**src/sv/csfw_pkg.sv**
```systemverilog
// Shared types, status codes and defaults for the counting semaphore block.
package csfw_pkg;

  localparam int QUEUE_DEPTH_DEF = 16;
  localparam int COUNT_MAX_DEF   = 255;

  localparam logic [2:0] ST_ACQUIRED  = 3'd0;
  localparam logic [2:0] ST_BLOCKED   = 3'd1;
  localparam logic [2:0] ST_RELEASED  = 3'd2;
  localparam logic [2:0] ST_HANDOFF   = 3'd3;
  localparam logic [2:0] ST_QFULL     = 3'd4;
  localparam logic [2:0] ST_SATURATED = 3'd5;

  localparam logic REQ_ACQUIRE = 1'b0;
  localparam logic REQ_RELEASE = 1'b1;

  typedef struct packed {
    logic       req_type;
    logic [7:0] task_id;
  } in_t;

  typedef struct packed {
    logic [2:0] status;
    logic       wake_valid;
    logic [7:0] wake_task;
    logic [7:0] count_now;
    logic [4:0] waiting_now;
  } out_t;

  // controller -> datapath
  typedef struct packed {
    logic load;     // cfg beat: reload count, empty queue
    logic capture;  // input beat: latch request, read queue head
    logic exec;     // apply request, load result register
  } csfw_cmd_t;

  // datapath -> controller
  typedef struct packed {
    logic out_hold;  // result register full and stalled
  } csfw_stat_t;

endpackage

```
**src/sv/counting_semaphore_fifo_wait_core.sv**
```systemverilog
// Counting semaphore with FIFO wait queue: top level.
//
// Input channel (in_valid/in_stall/in_data): one beat is one request, an
// acquire or a release from a task id. Result channel (out_valid/out_stall/
// out_data): exactly one result beat per request, in request order.
// Config channel (cfg_valid/cfg_ready/cfg_data): writes the initial count;
// the count is reloaded (clamped to COUNT_MAX) and the wait queue emptied.
//
// A request is latched at accept while the queue head is read from the wait
// RAM into its read register; the execute state then applies the request,
// updates count and pointers and loads the result register. A new request
// is not accepted until the previous one has executed.
// The result register lets the next request be accepted while a result
// waits. If the receiver stalls, a finished request holds in the execute
// state and in_stall stays high until the result register frees up.
// Reset (rst_n low, synchronous): count 0, queue empty, no result pending.
// Queue RAM contents are not cleared; only written entries are ever read.
module counting_semaphore_fifo_wait_core #(
  parameter int QUEUE_DEPTH = csfw_pkg::QUEUE_DEPTH_DEF,
  parameter int COUNT_MAX   = csfw_pkg::COUNT_MAX_DEF
) (
  input  logic           clk,
  input  logic           rst_n,
  input  logic           in_valid,
  output logic           in_stall,
  input  csfw_pkg::in_t  in_data,
  output logic           out_valid,
  input  logic           out_stall,
  output csfw_pkg::out_t out_data,
  input  logic           cfg_valid,
  output logic           cfg_ready,
  input  logic [7:0]     cfg_data
);
  import csfw_pkg::*;

  csfw_cmd_t  cmd;
  csfw_stat_t stat;

  csfw_ctrl u_ctrl (
    .clk       (clk),
    .rst_n     (rst_n),
    .in_valid  (in_valid),
    .in_stall  (in_stall),
    .cfg_valid (cfg_valid),
    .cfg_ready (cfg_ready),
    .stat      (stat),
    .cmd       (cmd)
  );

  csfw_dp #(
    .QUEUE_DEPTH(QUEUE_DEPTH),
    .COUNT_MAX  (COUNT_MAX)
  ) u_dp (
    .clk       (clk),
    .rst_n     (rst_n),
    .in_data   (in_data),
    .cfg_data  (cfg_data),
    .cmd       (cmd),
    .stat      (stat),
    .out_valid (out_valid),
    .out_stall (out_stall),
    .out_data  (out_data)
  );

endmodule

```
**src/sv/csfw_ram.sv**
```systemverilog
// Generic single-write, single-read RAM with registered read data.
module csfw_ram #(
  parameter int WIDTH = 8,
  parameter int DEPTH = 16
) (
  input  logic                     clk,
  input  logic                     wr_en,
  input  logic [$clog2(DEPTH)-1:0] wr_addr,
  input  logic [WIDTH-1:0]         wr_data,
  input  logic                     rd_en,
  input  logic [$clog2(DEPTH)-1:0] rd_addr,
  output logic [WIDTH-1:0]         rd_data
);

  logic [WIDTH-1:0] mem [DEPTH];
  logic [WIDTH-1:0] rd_data_r;

  always_ff @(posedge clk) begin
    if (wr_en) begin
      mem[wr_addr] <= wr_data;
    end
    if (rd_en) begin
      rd_data_r <= mem[rd_addr];
    end
  end

  assign rd_data = rd_data_r;

endmodule

```
**src/sv/csfw_ctrl.sv**
```systemverilog
// Controller FSM: sequences accept and execute of one request at a time.
module csfw_ctrl (
  input  logic                   clk,
  input  logic                   rst_n,
  input  logic                   in_valid,
  output logic                   in_stall,
  input  logic                   cfg_valid,
  output logic                   cfg_ready,
  input  csfw_pkg::csfw_stat_t   stat,
  output csfw_pkg::csfw_cmd_t    cmd
);
  import csfw_pkg::*;

  typedef enum logic {
    S_IDLE,
    S_EXEC
  } state_t;

  state_t state_r;
  state_t state_nxt;
  logic   idle;

  assign idle      = (state_r == S_IDLE);
  assign in_stall  = !idle;
  assign cfg_ready = idle;

  always_comb begin
    cmd.load    = idle && cfg_valid;
    cmd.capture = idle && in_valid;
    cmd.exec    = 1'b0;
    state_nxt   = state_r;
    case (state_r)
      S_IDLE: begin
        if (in_valid) begin
          state_nxt = S_EXEC;
        end
      end
      S_EXEC: begin
        // wait here until the result register can take the new result
        if (!stat.out_hold) begin
          cmd.exec  = 1'b1;
          state_nxt = S_IDLE;
        end
      end
      default: begin
        state_nxt = S_IDLE;
      end
    endcase
  end

  always_ff @(posedge clk) begin
    if (!rst_n) begin
      state_r <= S_IDLE;
    end else begin
      state_r <= state_nxt;
    end
  end

endmodule

```
**src/sv/csfw_dp.sv**
```systemverilog
// Datapath: semaphore count, wait queue pointers and RAM, result register.
module csfw_dp #(
  parameter int QUEUE_DEPTH = csfw_pkg::QUEUE_DEPTH_DEF,
  parameter int COUNT_MAX   = csfw_pkg::COUNT_MAX_DEF
) (
  input  logic                 clk,
  input  logic                 rst_n,
  input  csfw_pkg::in_t        in_data,
  input  logic [7:0]           cfg_data,
  input  csfw_pkg::csfw_cmd_t  cmd,
  output csfw_pkg::csfw_stat_t stat,
  output logic                 out_valid,
  input  logic                 out_stall,
  output csfw_pkg::out_t       out_data
);
  import csfw_pkg::*;

  localparam int CW = $clog2(COUNT_MAX + 1);
  localparam int AW = $clog2(QUEUE_DEPTH);
  localparam int LW = $clog2(QUEUE_DEPTH + 1);
  localparam logic [CW+7:0] CMAX_EXT = (CW+8)'(COUNT_MAX);
  localparam logic [CW-1:0] CMAX     = CW'(COUNT_MAX);
  localparam logic [AW-1:0] LAST_SLOT = AW'(QUEUE_DEPTH - 1);
  localparam logic [LW-1:0] FULL_LEN  = LW'(QUEUE_DEPTH);

  logic [CW-1:0] count_r, count_nxt;
  logic [AW-1:0] head_r, head_nxt;
  logic [AW-1:0] tail_r, tail_nxt;
  logic [LW-1:0] len_r, len_nxt;
  in_t           req_r;
  out_t          out_r;
  out_t          res;
  logic          out_valid_r;
  logic          push;
  logic [7:0]    head_id;
  logic [CW+7:0] init_ext;
  logic [CW-1:0] load_val;
  logic [CW+7:0] cnt_ext;
  logic [LW+4:0] len_ext;

  // clamp the configured count to the maximum
  assign init_ext = {{CW{1'b0}}, cfg_data};
  assign load_val = (init_ext > CMAX_EXT) ? CMAX : init_ext[CW-1:0];

  csfw_ram #(
    .WIDTH(8),
    .DEPTH(QUEUE_DEPTH)
  ) u_wait_ram (
    .clk     (clk),
    .wr_en   (cmd.exec && push),
    .wr_addr (tail_r),
    .wr_data (req_r.task_id),
    .rd_en   (cmd.capture),
    .rd_addr (head_r),
    .rd_data (head_id)
  );

  always_comb begin
    count_nxt      = count_r;
    head_nxt       = head_r;
    tail_nxt       = tail_r;
    len_nxt        = len_r;
    push           = 1'b0;
    res.wake_valid = 1'b0;
    res.wake_task  = 8'd0;
    if (req_r.req_type == REQ_ACQUIRE) begin
      if (count_r != '0) begin
        count_nxt  = count_r - 1'b1;
        res.status = ST_ACQUIRED;
      end else if (len_r == FULL_LEN) begin
        res.status = ST_QFULL;
      end else begin
        push       = 1'b1;
        tail_nxt   = (tail_r == LAST_SLOT) ? '0 : tail_r + 1'b1;
        len_nxt    = len_r + 1'b1;
        res.status = ST_BLOCKED;
      end
    end else begin
      if (len_r != '0) begin
        // hand the unit straight to the oldest waiter
        res.wake_valid = 1'b1;
        res.wake_task  = head_id;
        head_nxt       = (head_r == LAST_SLOT) ? '0 : head_r + 1'b1;
        len_nxt        = len_r - 1'b1;
        res.status     = ST_HANDOFF;
      end else if (count_r == CMAX) begin
        res.status = ST_SATURATED;
      end else begin
        count_nxt  = count_r + 1'b1;
        res.status = ST_RELEASED;
      end
    end
    cnt_ext         = {8'd0, count_nxt};
    len_ext         = {5'd0, len_nxt};
    res.count_now   = cnt_ext[7:0];
    res.waiting_now = len_ext[4:0];
  end

  always_ff @(posedge clk) begin
    if (!rst_n) begin
      count_r     <= '0;
      head_r      <= '0;
      tail_r      <= '0;
      len_r       <= '0;
      out_valid_r <= 1'b0;
    end else begin
      if (cmd.load) begin
        count_r <= load_val;
        head_r  <= '0;
        tail_r  <= '0;
        len_r   <= '0;
      end else if (cmd.exec) begin
        count_r <= count_nxt;
        head_r  <= head_nxt;
        tail_r  <= tail_nxt;
        len_r   <= len_nxt;
      end
      if (cmd.exec) begin
        out_valid_r <= 1'b1;
      end else if (!out_stall) begin
        out_valid_r <= 1'b0;
      end
    end
  end

  always_ff @(posedge clk) begin
    if (cmd.capture) begin
      req_r <= in_data;
    end
    if (cmd.exec) begin
      out_r <= res;
    end
  end

  assign stat.out_hold = out_valid_r && out_stall;
  assign out_valid     = out_valid_r;
  assign out_data      = out_r;

endmodule

```
**config.mk**
```make
export PLATFORM = sky130hd
export DESIGN_NAME = counting_semaphore_fifo_wait_core
export DESIGN_NICKNAME = d
export VERILOG_FILES = /design/src/sv/csfw_pkg.sv /design/src/sv/counting_semaphore_fifo_wait_core.sv /design/src/sv/csfw_ram.sv /design/src/sv/csfw_ctrl.sv /design/src/sv/csfw_dp.sv
export SDC_FILE = /design/constraint.sdc
export NUM_CORES = 1
export LEC_CHECK = 0
export BUFFER_PORTS_ARGS = -buffer_cell sky130_fd_sc_hd__buf_2
export CORE_ASPECT_RATIO = 0.7
export CORE_UTILIZATION = 55
export CTS_CLUSTER_SIZE = 40
export DETAILED_ROUTE_END_ITERATION = 8
export PLACE_DENSITY = 0.7
export SETUP_SLACK_MARGIN = 0.05
export SYNTH_ARGS = -nofsm -noshare
export SYNTH_HDL_FRONTEND = slang
export SYNTH_HIERARCHICAL = 1
export SYNTH_SLANG_ARGS = --single-unit
```
**constraint.sdc**
```tcl
create_clock -name clk -period 8.4 [get_ports clk]
set_input_delay 1.26 -clock clk [delete_from_list [all_inputs] [get_ports clk]]
set_output_delay 1.26 -clock clk [all_outputs]
set_load 0.05 [all_outputs]
```
==> flow_summary.ini <==
[yosys]
ys_top_cells_by_area = edfxtp_1 (61%), dfxtp_1 (5.5%), mux4_2 (4.8%)
synth_area_leader_cell = edfxtp_1
synth_fa_ha_area_share_pct = 1.05
synth.top_cell.area_share_pct = 61.0
synth_edf_count = 170
synthXorXnorAreaFrac_pct = 0.628
synth_top_family_by_area = simple AND/OR/NAND/NOR gates
ys_warn_count = 6
mappedNetlistNets = 572
async_flop_share_pct = 0
synth.avg_cell_area_um2 = 15.4
syn_inst = 543
yosysSeqAreaShare_pct = 66.5
synthesis.area_um2 = 8370
yosysUniqueCellTypes = 66
synthSimpleGateAreaFrac_pct = 10.3
synthFlopType = edfxtp_1
synth_compound_area_share_pct = 8.47
muxShareOfSynthArea_pct = 10.1
synth_seq_cells = 193

[power]
p_leak_nw = 3.11
ir_drop_mv = 0.248
p_per_area_nw_per_um2 = 218

[placement]
numPortBuffers = 49
placed_cells = 757
dp_hpwl_um = 11700
gp_congestion = 0.907

[finish]
final_cells = 789
fillCellCount = 1046
area_delta_synth_final_pct = 10.9
final_layout_size_suffix_gt1_share_pct = 21.2
final_common_cell = edfxtp_1
layout_common_cells = edfxtp_1 (170), buf_2 (49), nand2_1 (34)
seqCellArea_um2 = 5570
multi_input_area_um2 = 2570
final_nets = 610
diodes = 0

[cts]
holdBufCountCts = 0
cts_tree = built
cts_buffer_depth = 2
clock_latency_ps = 420
cts_buffers = 17
ctsResizeCount = 0
postCtsSetupRepairBufs = 0
clk_pin_slew_ps = 70
clock-root-buffer = clkbuf_16
h-tree-depth = 4
numClockSinks = 193

[worst_setup_path]
crit_path_start_kind = register
r2r_slack_ps = 4500
arrival_ps = 3930
max_stage_delay_ps = 950
r2r_cells = 7
end_kind = register
r2r_end = u_dp/u_wait_ram/mem[0][4]
critPathMaxFanout = 9
rr_startpoint = u_dp/count_r[1]
crit_slowest_cell = nor3_1
crit_chain = inv_1, ha_1, nor4b_4, nand4_1, nor2_1, or3b_2, nor3_1
critical_path_required_ps = 8430
criticalPathCategory = register to register
startpoint = u_dp/count_r[1]

[worst_hold_path]
worstHoldPathType = register to register
whs_path_depth = 1
hp-start = u_dp/u_wait_ram/rd_data[6]
hold_path_end = u_dp/out_data[19]

[detailed_routing]
first_pass_iters = 5
drt_iter0_markers = 638
vias_per_cell = 6.40
post_drt_wl_per_cell_um = 22.2
drt-total-wl_um = 17500
antenna_left = 0
drcViolationCount = 0
vias = 5048

[timing]
fin_crit_sh_pct = 46.4
period_needed_ps = 3900
skew_ps = 11.3
hold_slack_ps = 548
worstMarginPinSlew_ps = 1280
finalHoldViolations = 0
fin_setup_tns_ps = 0
slew_viol_final = 0
setup_viol = 0
max-slew-margin-rel_pct = 14.3
fmax_mhz = 257
rsz0062_at_grt = false

[global_route]
overflow = 0
grt_pass1_wl_um = 27200
first_global_vias = 4687
grt.total_usage_pct = 23.9
grt_max_degree = 54
antenna_found_initial = 0

[die]
num_rows = 37
io_pins = 50
core_area_um2 = 14800
die_w_um = 149
die_height_um = 105
start_util_pct = 56.7
dieArea_um2 = 15700

[job]
drv_cap = 0

[run_status]
status = finished, final reports clean
-- Yosys cell counts (4+ instances only) --
| master | count |
|---|---|
| nor3_1 | 12 |
| dfxtp_1 | 23 |
| edfxtp_1 | 170 |
| nand3b_1 | 4 |
| ha_1 | 7 |
| buf_6 | 6 |
| o21ai_0 | 12 |
| a22oi_1 | 17 |
| clkbuf_1 | 16 |
| a311oi_1 | 4 |
| a211oi_1 | 4 |
| buf_2 | 5 |
| nand4_1 | 5 |
| mux4_2 | 18 |
| and2_1 | 5 |
| nand2b_1 | 7 |
| mux4_1 | 14 |
| xnor2_1 | 5 |
| nand2_1 | 34 |
| nand3_1 | 15 |
| a31o_2 | 4 |
| mux2i_1 | 5 |
| or3b_2 | 4 |
| a21oi_1 | 23 |
| inv_1 | 11 |
| nor2_1 | 33 |
| and3_1 | 13 |
-- through the flow --
step | total power, mW | cell area (um2) | setup WS, ps | util [%]
3_5_place_dp | 1.24 | 8690 | 4430 | 58.9
3_3_place_gp | 1.24 | 8690 | 4620 | 58.9
2_1_floorplan | 1.20 | 8370 | 3630 | -
6_report | 2.02 | 9290 | 4500 | 62.9
4_1_cts | 2.03 | 9290 | 4640 | 62.9
5_1_grt | 2.08 | 9290 | 4300 | 62.9
-- critical path: cells and delay by family (launching register included) --
family / cells / cell delay (ps)
buffers and inverters: 1 / 180
and+or+nand+nor: 5 / 2720
adders and majority gates: 1 / 210
DFF: 1 / 400
-- how the worst max path moves through the flow --
| stage | to | slack (ps) |
|---|---|---|
| 2_1_floorplan | u_dp/u_wait_ram/mem[0][0] | 3630 |
| 3_3_place_gp | u_dp/u_wait_ram/mem[0][2] | 4620 |
| 3_5_place_dp | u_dp/u_wait_ram/mem[0][5] | 4430 |
| 4_1_cts | u_dp/u_wait_ram/mem[0][4] | 4640 |
| 5_1_grt | u_dp/u_wait_ram/mem[0][7] | 4300 |
| 6_report | u_dp/u_wait_ram/mem[0][4] | 4500 |
-- power by group --
group | total [mW] | switching (mW) | internal (mW)
clock | 0.795 | 0.371 | 0.424
combinational | 0.140 | 0.0961 | 0.0438
sequential | 1.09 | 0.0242 | 1.06
-- registers in the layout, summed over array words and instances (netlist names), 4 cells and up --
signal and count:
u_dp/len_r 5, u_dp/head_r 4, u_dp/req_r 9, u_dp/count_r 8
u_dp/u_wait_ram/rd_data 8, u_dp/tail_r 4, u_dp/u_wait_ram/mem 128, u_dp/out_data 25
-- cell type report --
cell class | instances | share of cell area (%)
flip-flops and latches | 193 | 60.0
multi-input cells | 305 | 27.7
clock buffers | 17 | 4.58
repair buffers | 52 | 2.88
well taps | 195 | 2.63
clock inverters | 15 | 1.81
inverters | 12 | 0.485
-- kinds of logic after synthesis --
group | Yosys count
flip-flops | 193
multiplexers | 39
XOR/XNOR | 6
AO/OA/AOI/OAI | 98
buffers and inverters | 45
AND/OR/NAND/NOR | 155
adder cells (fa/ha/maj) | 7
-- per-layer routing --
metal  GRT usage [%]  vias up  wire length [um]  part of all wire [%]
li1                -     2250                 -                     -
met1            39.3     2485              8170                    47
met2            31.2      295              7250                    41
met3            5.28       18              1900                    11
met4            7.43        0               202                   1.2
met5               0        -                 0                     0
Power figures use the tool's default switching activity.
